[src/rtl/aopt_pkg.sv]
// Shared constants for the amicable or perfect number check.
package aopt_pkg;

    localparam int unsigned SUM_BITS = 34;
    localparam int unsigned SUM_HEADROOM = 3;
    localparam int unsigned MIN_ALIQUOT_INPUT = 2;

endpackage

[src/rtl/aopt_div.sv]
// Bit-serial restoring divider that produces one quotient bit per cycle.
module aopt_div #(
    parameter int unsigned W = 34
) (
    input  logic         i_clk,
    input  logic         i_rst_n,
    input  logic         i_start,
    input  logic [W-1:0] i_dividend,
    input  logic [W-1:0] i_divisor,
    output logic         o_done,
    output logic [W-1:0] o_quotient,
    output logic [W-1:0] o_remainder
);
    localparam int unsigned CW = $clog2(W + 1);

    logic          r_busy;
    logic          r_done;
    logic [CW-1:0] r_cnt;
    logic [W-1:0]  r_rem;
    logic [W-1:0]  r_quo;
    logic [W-1:0]  r_dvs;
    logic [W-1:0]  n_rem;
    logic [W-1:0]  n_quo;
    logic [W:0]    rem_sh;
    logic [W:0]    diff;

    always_comb begin
        rem_sh = {r_rem, r_quo[W-1]};
        diff   = rem_sh - {1'b0, r_dvs};
        if (!diff[W]) begin
            n_rem = diff[W-1:0];
        end else begin
            n_rem = rem_sh[W-1:0];
        end
        n_quo = {r_quo[W-2:0], ~diff[W]};
    end

    always_ff @(posedge i_clk) begin
        if (!i_rst_n) begin
            r_busy <= 1'b0;
            r_done <= 1'b0;
            r_cnt  <= '0;
        end else begin
            r_done <= 1'b0;
            if (i_start) begin
                r_busy <= 1'b1;
                r_cnt  <= '0;
                r_rem  <= '0;
                r_quo  <= i_dividend;
                r_dvs  <= i_divisor;
            end else if (r_busy) begin
                r_rem <= n_rem;
                r_quo <= n_quo;
                r_cnt <= r_cnt + 1'b1;
                if (r_cnt == CW'(W - 1)) begin
                    r_busy <= 1'b0;
                    r_done <= 1'b1;
                end
            end
        end
    end

    assign o_done      = r_done;
    assign o_quotient  = r_quo;
    assign o_remainder = r_rem;

endmodule

[src/rtl/aopt_aliq.sv]
// Aliquot sum sequencer that pairs divisors up to the square root.
module aopt_aliq #(
    parameter int unsigned W = 34
) (
    input  logic                                 i_clk,
    input  logic                                 i_rst_n,
    input  logic                                 i_start,
    input  logic [W-1:0]                         i_value,
    output logic                                 o_done,
    output logic [W+aopt_pkg::SUM_HEADROOM-1:0]  o_sum
);
    import aopt_pkg::*;

    localparam int unsigned ACC_W = W + SUM_HEADROOM;

    localparam logic [2:0] S_IDLE   = 3'd0;
    localparam logic [2:0] S_LAUNCH = 3'd1;
    localparam logic [2:0] S_WAIT   = 3'd2;
    localparam logic [2:0] S_ADDQ   = 3'd3;
    localparam logic [2:0] S_FIN    = 3'd4;

    logic [2:0]       r_state;
    logic             r_done;
    logic [W-1:0]     r_m;
    logic [W-1:0]     r_d;
    logic [W-1:0]     r_q;
    logic [ACC_W-1:0] r_total;
    logic [ACC_W-1:0] r_sum;
    logic             div_done;
    logic [W-1:0]     div_quo;
    logic [W-1:0]     div_rem;

    aopt_div #(.W(W)) u_div (
        .i_clk       (i_clk),
        .i_rst_n     (i_rst_n),
        .i_start     (r_state == S_LAUNCH),
        .i_dividend  (r_m),
        .i_divisor   (r_d),
        .o_done      (div_done),
        .o_quotient  (div_quo),
        .o_remainder (div_rem)
    );

    always_ff @(posedge i_clk) begin
        if (!i_rst_n) begin
            r_state <= S_IDLE;
            r_done  <= 1'b0;
        end else begin
            r_done <= 1'b0;
            case (r_state)
                S_IDLE: begin
                    if (i_start) begin
                        r_m <= i_value;
                        if (i_value < W'(MIN_ALIQUOT_INPUT)) begin
                            r_sum  <= '0;
                            r_done <= 1'b1;
                        end else begin
                            r_d     <= W'(1);
                            r_total <= '0;
                            r_state <= S_LAUNCH;
                        end
                    end
                end
                S_LAUNCH: begin
                    r_state <= S_WAIT;
                end
                S_WAIT: begin
                    if (div_done) begin
                        if (r_d > div_quo) begin
                            r_state <= S_FIN;
                        end else if (div_rem == '0) begin
                            r_total <= r_total + ACC_W'(r_d);
                            r_q     <= div_quo;
                            r_state <= S_ADDQ;
                        end else begin
                            r_d     <= r_d + 1'b1;
                            r_state <= S_LAUNCH;
                        end
                    end
                end
                S_ADDQ: begin
                    if (r_q != r_d) begin
                        r_total <= r_total + ACC_W'(r_q);
                    end
                    r_d     <= r_d + 1'b1;
                    r_state <= S_LAUNCH;
                end
                S_FIN: begin
                    r_sum   <= r_total - ACC_W'(r_m);
                    r_done  <= 1'b1;
                    r_state <= S_IDLE;
                end
                default: begin
                    r_state <= S_IDLE;
                end
            endcase
        end
    end

    assign o_done = r_done;
    assign o_sum  = r_sum;

endmodule

[config.mk]
export PLATFORM = sky130hd
export DESIGN_NAME = aopt_aliq
export DESIGN_NICKNAME = d
export VERILOG_FILES = /design/src/rtl/aopt_pkg.sv /design/src/rtl/aopt_div.sv /design/src/rtl/aopt_aliq.sv
export SDC_FILE = /design/constraint.sdc
export NUM_CORES = 1
export LEC_CHECK = 0
export ABC_AREA = 1
export BUFFER_PORTS_ARGS = -buffer_cell sky130_fd_sc_hd__buf_2
export CAP_MARGIN = 10
export CORE_ASPECT_RATIO = 1.5
export CORE_UTILIZATION = 45
export CTS_BUF_LIST = sky130_fd_sc_hd__clkbuf_16
export DETAILED_ROUTE_END_ITERATION = 8
export PLACE_DENSITY_LB_ADDON = 0.1
export SETUP_SLACK_MARGIN = 0.02
export SYNTH_ARGS = -nofsm -noshare
export SYNTH_HDL_FRONTEND = slang
export SYNTH_HIERARCHICAL = 1
export SYNTH_SLANG_ARGS = --single-unit
[constraint.sdc]
create_clock -name i_clk -period 12.3 [get_ports i_clk]
set_input_delay 0.615 -clock i_clk [delete_from_list [all_inputs] [get_ports i_clk]]
set_output_delay 0.615 -clock i_clk [all_outputs]
set_load 0.01 [all_outputs]
* Word level (Yosys, flattened, before mapping)
Cells that the tools add are included.
** Operators by class
- $add $sub $neg :: 6
- $lt $le $gt $ge :: 2
- Equal/unequal tests :: 14
- Mux-type cells :: 33
- Bitwise gates (word level) :: 4
- Reductions and logical operators :: 15
** Operators with widths (count)
- $mux 34 :: 9
- $mux 37 :: 8
- $pmux 37 s3 :: 1
- $pmux 34 s3 :: 1
- $add 37x34->37 :: 2
- $pmux 37 s2 :: 1
- $sub 37x34->37 :: 1
- $sub 35x34->35 :: 1
- $add 34x1->34 const B :: 1
- $gt 34x34->1 :: 1
- $logic_not 34->1 :: 1
- $lt 34x2->1 const B :: 1
- $ne 34x34->1 :: 1
- $ne 2x2->1 const B :: 7
- $mux 3 :: 4
- $pmux 3 s4 :: 1
- $reduce_and 8->1 :: 1
- $reduce_and 7->1 :: 1
- $add 6x1->6 const B :: 1
- $eq 3x2->1 const B :: 2
- $eq 6x6->1 const B :: 1
- $mux 1 :: 6
- $reduce_and 3->1 :: 2
- $reduce_and 5->1 :: 1
- 13 further kinds :: 18
** Word-level totals
- Register bits after elaboration :: 290
- Input bits :: 37
- Output and inout bits :: 38
- Logic and storage cells :: 87

* Longest topological paths before layout
- Word-level depth :: 5
- Depth in mapped cells :: 21
- Gate-level depth less buffers :: 20

* Modules after synthesis
The synthesis kept the hierarchy.
** By module, submodules not included
- aopt_aliq :: instances 1, cells each 1710, area an instance 13222.7 sq um, seq. area each 5365.1 sq um
- aopt_div :: instances 1, cells each 937, area an instance 7088.0 sq um, seq. area each 3223.1 sq um

* Worst setup path after synthesis
Ideal clock, no wire load.
- Kind :: register -> register
- Start point :: register r_state[0]
- End point :: register u_div.r_busy
- Library setup time :: 74 ps
- Arrival time :: 4673 ps
- Required time :: 12226 ps
- Setup slack :: 7553 ps
- Cell stages (with the launch flop) :: 9
- Clock period less this slack :: 4747 ps
- Cell sequence :: dfxtp_1 inv_1 nor2_1 inv_1 nor2_1 clkinv_1 a21oi_1 o21ai_0 inv_1
** On the way
- Longest elaborated chain between the ends :: 2
** Ends and longest elaborated chain
- from (decl) :: RTL line aopt_aliq.sv:22 : logic [2:0] r_state;
- from (signal assigned) :: RTL line aopt_aliq.sv:46 : r_state <= S_IDLE;
- from (signal assigned) :: RTL line aopt_aliq.sv:60 : r_state <= S_LAUNCH;
- from (signal assigned) :: RTL line aopt_aliq.sv:65 : r_state <= S_WAIT;
- $eq 3x1->1 :: RTL line aopt_aliq.sv:36 : .i_start (r_state == S_LAUNCH),
- $mux 1 :: RTL line aopt_div.sv:45 : if (i_start) begin
- to (signal assigned) :: RTL line aopt_div.sv:40 : r_busy <= 1'b0;
- to (signal assigned) :: RTL line aopt_div.sv:46 : r_busy <= 1'b1;
- to (signal assigned) :: RTL line aopt_div.sv:56 : r_busy <= 1'b0;
- to (decl) :: RTL line aopt_div.sv:16 : logic r_busy;
Every way passes these cells.
A chain may end at the register's enable or synchronous reset.

* Worst setup path in the final report
- Start point :: register r_state[2]
- End point :: register r_total[32] (data pin)
** On the way
- Longest elaborated chain between the ends :: 2
** Ends and longest elaborated chain
- $eq 3x2->1 / $logic_not 3->1 (equally long branches) :: RTL line aopt_aliq.sv:50 : case (r_state)
- $pmux 37 s3 * :: RTL line aopt_aliq.sv:50
- to (signal assigned) :: RTL line aopt_aliq.sv:72 : r_total <= r_total + ACC_W'(r_d);
- to (signal assigned) :: RTL line aopt_aliq.sv:83 : r_total <= r_total + ACC_W'(r_q);
- to (decl) :: RTL line aopt_aliq.sv:27 : logic [ACC_W-1:0] r_total;
Mark *: on every way between the ends. The rest lies on a longest branch, timed or not.

==> metrics.md <==
| Metric | Value |
|---|---|
| Outcome | `completed` |
| Pin count of the biggest net entering global routing | `between 40 and 50` |
| Area Growth Syn to Fin | `10.6%` |
| Mapped Area | `20300 µm²` |
| Met3 Usage GRT | `under 10%` |
| Routing usage on met2 | `54.0%` |
| Layout cell share with drive strength beyond 1 | `under 10%` |
| Routing usage on met1 | `28.9%` |
| First-pass GRT wire length | `about 98 mm` |
| Post-synthesis sequential element count | `290` |
| Max-slew violations | `0` |
| FMAX | `between 150 and 200 MHz` |
| Initial DRC count | `about 1100` |
| Setup TNS | `0 ns` |
| Mapped Avg Cell Area | `between 7 and 8 µm²` |
| Drt first pass iters | `5` |
| Crit-path max FO | `47` |
| Sw Ratio | `a little over two fifths` |
| Clk slew on worst S/H paths | `around 0.070 ns` |
| Leakage | `around 10 nW` |
| Dpl ws | `~7 ns` |
| Vias in the first global route | `17913` |
| Max-Cap Viols | `0` |
| CP Capture Type | `register` |
| Ys async rst share | `0%` |
| RSZ-0062 raised after global routing | `false` |
| Antenna cells | `0` |
| Final worst-path cycle share | `between 40% and 50%` |
| # H-tree levels | `1` |
| Gr busiest metal | `met2` |
| Placed cells | `~3300` |
| Fin nets | `2909` |
| Slew margin rel. | `between 30 and 40%` |
| Die X | `between 150 and 200 µm` |
| Critical path arrival | `approximately 5.7 ns` |
| Residual DRC | `0` |
| Ys flop type | `edfxtp_1` |
| # fillers | `approximately 4400` |
| Worst-Margin Slew | `between 1 and 1.5 ns` |
| Syn nets | `2826` |
| DR vias | `between 15000 and 20000` |
| GRT Resource Usage Total | `between 20 and 30%` |
| Hold crit path type | `primary input to register` |
| Post-synthesis cell count | `roughly 2600` |
| Cell Rows | `95` |
| Post-CTS sizing | `0` |
| Wire per inst | `a little under 20 µm` |
| Finished Layout Cells | `3337` |
| Nature of the critical path startpoint | `register` |
| Worst-Skew Late Latency | `0.60 ns` |
| DRT antenna net count | `0` |
| Setup slack after layout | `6.93 ns` |
| Number of buffers added on ports | `74` |
| Post-synthesis cell type count | `between 50 and 60` |
| Final HPWL DP | `a little over 50 mm` |
| Min Tclk post-route | `roughly 5.4 ns` |
| CTS buffer count | `31` |
| Drt via density | `roughly 5.3` |
| Initial Utilization | `45.4%` |
| Critical Setup Path Class | `register to register` |
| Overflow after GRT | `0` |
| CTS Hold Buffers Added | `0` |
| Setup-failing EPs final | `0` |
| Peak VDD IR | `~0.11 mV` |
| Switching pwr | `roughly 1.9 mW` |
| Die H | `~260 µm` |
| Setup Buffers After CTS | `0` |
| RePlAce Congestion | `slightly below 1` |
| Pwr per Cell Area | `between 150 and 200 nW/µm²` |
| Bufs on Longest Clock Path | `3` |
| Sequential group share of total power | `roughly a third` |
| Antenna violations before repair | `0` |
| Comb pwr share | `43.1%` |
| Post-synth EDFFs | `about 280` |
| Final Hold Viols | `0` |
| YS warnings | `6` |
| Sequential area share after synthesis | `42.3%` |
| Core ar. | `44700 µm²` |
| CTS tree | `done` |
| Clock power frac | `23.6%` |
| Worst EP required | `12.65 ns` |
| Root buffer cell | `clkbuf_16` |
| Worst Skew | `0.0195 ns` |
| Final wirelength | `between 60 and 70 mm` |
| Total internal power | `2.49 mW` |
| Ports | `75` |
| Die area | `~46000 µm²` |
| Clock sinks | `290` |
[sequential cells by signal, indices dropped and copies added (netlist names), 3 cells and up]
| name | flops |
|---|---|
| u_div/r_cnt | 6 |
| r_d | 34 |
| o_sum | 37 |
| u_div/r_dvs | 34 |
| r_q | 34 |
| r_total | 37 |
| u_div/o_remainder | 34 |
| r_state | 3 |
| r_m | 34 |
| u_div/o_quotient | 34 |
[area by class of cell]
| class | count | area (µm²) | share of cell area (%) |
|---|---|---|---|
| clock buffers | 31 | 776 | 3.45 |
| clock inverters | 27 | 335 | 1.49 |
| inverters | 401 | 1510 | 6.72 |
| multi-input cells | 1919 | 10100 | 44.8 |
| flip-flops and latches | 290 | 8590 | 38.2 |
| well taps | 582 | 728 | 3.24 |
| repair buffers | 87 | 468 | 2.08 |
[routing by layer]
layer / wire length (µm) / vias up / part of all wire, %
met5: 0 / - / 0
met4: 4590 / 0 / 7.1
met3: 2150 / 163 / 3.3
met2: 34100 / 457 / 53
met1: 23600 / 8228 / 37
li1: - / 8867 / -
[critical path, stage by stage, from the launching register on]
cell,delay [ns]
dfxtp_1,0.39
nor2_2,0.13
buf_4,0.48
inv_2,0.44
nor2_4,0.50
buf_4,0.42
inv_1,0.25
o21ai_0,0.33
inv_1,0.11
fa_1,0.46
o21ai_0,0.42
inv_1,0.13
nor2_1,0.11
nor2_1,0.06
o21bai_1,0.44
nand3_1,0.17
a21oi_1,0.16
nor2_1,0.06
[placed cells by master (no fill, tap or decap), types with 8 or more instances in the layout]
| cell type | synthesis | layout |
|---|---|---|
| ha_1 | 139 | 139 |
| buf_4 | 1 | 13 |
| o21bai_1 | 17 | 17 |
| xnor2_1 | 19 | 19 |
| a21o_1 | 11 | 11 |
| nor2_1 | 353 | 347 |
| buf_2 | 1 | 74 |
| inv_1 | 394 | 399 |
| nand2_2 | 8 | 8 |
| nor3_1 | 38 | 38 |
| o21a_1 | 21 | 20 |
| clkbuf_16 | 0 | 31 |
| edfxtp_1 | 278 | 278 |
| a21oi_1 | 207 | 206 |
| nor2_2 | 6 | 10 |
| dfxtp_1 | 12 | 12 |
| nand3_1 | 92 | 92 |
| nand4_1 | 23 | 23 |
| xor2_1 | 41 | 41 |
| nor4_1 | 19 | 18 |
| o21ai_0 | 144 | 144 |
| nand2_1 | 709 | 709 |
[logic make-up after synthesis]
group	after synthesis	synth area share, %
AO/OA/AOI/OAI	433	11.6
XOR/XNOR	60	2.59
adder cells (fa/ha/maj)	142	8.86
buffers and inverters	438	8.37
flip-flops	290	42.3
AND/OR/NAND/NOR	1284	26.3
[power groups by stage]
stage | Clock, mW | Combinational [mW] | Sequential, mW
after floorplan | 0 | 1.35 | 1.42
after global placement | 0 | 1.86 | 1.48
after detailed placement | 0 | 1.87 | 1.48
after CTS | 1.06 | 1.88 | 1.46
after global routing | 1.09 | 2.11 | 1.48
final | 1.04 | 1.89 | 1.46
[path summary, 6_finish.rpt]
| kind | from | to | slack (ns) | cells past startpoint |
|---|---|---|---|---|
| worst max register to register | r_state[2]$_SDFFE_PN0P_ | r_total[32]$_SDFFCE_PN0P_ | 6.93 | 17 |
| worst min register to register | u_div/r_cnt[5]$_SDFFE_PP0P_ | u_div/r_cnt[5]$_SDFFE_PP0P_ | 0.46 | 1 |
| worst min-delay path | i_value[0] | r_m[0]$_DFFE_PP_ | 0.19 | 1 |
| worst max-delay path | r_state[2]$_SDFFE_PN0P_ | r_total[32]$_SDFFCE_PN0P_ | 6.93 | 17 |
[cells in the mapped netlist (5+ instances only)]
| library cell | number | area share (%) |
|---|---|---|
| inv_1 | 394 | 7.3 |
| clkbuf_1 | 28 | 0.52 |
| xnor2_1 | 19 | 0.82 |
| inv_2 | 5 | 0.092 |
| dfxtp_1 | 12 | 1.2 |
| a21boi_0 | 5 | 0.18 |
| nand3b_1 | 6 | 0.22 |
| o21bai_1 | 17 | 0.63 |
| nor2_2 | 6 | 0.18 |
| nor3_2 | 5 | 0.25 |
| edfxtp_1 | 278 | 41 |
| nor3_1 | 38 | 0.94 |
| nor2_1 | 353 | 6.5 |
| nand3_1 | 92 | 2.3 |
| ha_1 | 139 | 8.6 |
| o21a_1 | 21 | 0.78 |
| a31oi_1 | 7 | 0.22 |
| nand2_2 | 8 | 0.25 |
| a21oi_2 | 5 | 0.22 |
| xor2_1 | 41 | 1.8 |
| o21ai_0 | 144 | 3.5 |
| nand2_4 | 6 | 0.33 |
| a21o_1 | 11 | 0.41 |
| nand2_1 | 709 | 13 |
| nor4_1 | 19 | 0.59 |
| a21oi_1 | 207 | 5.1 |
| buf_6 | 6 | 0.33 |
| nand4_1 | 23 | 0.71 |
[per-stage QoR]
stage	area, µm²	utilization (%)	hold WS (ns)	power, mW
detailed placement	21400	47.8	0.448	3.35
global route	22500	50.3	0.168	4.68
floorplan	20300	-	0.422	2.77
CTS	22500	50.3	0.155	4.40
global placement	21400	47.8	0.438	3.33
finish	22500	50.3	0.189	4.38
No activity file was read; power rests on OpenSTA's default activity.
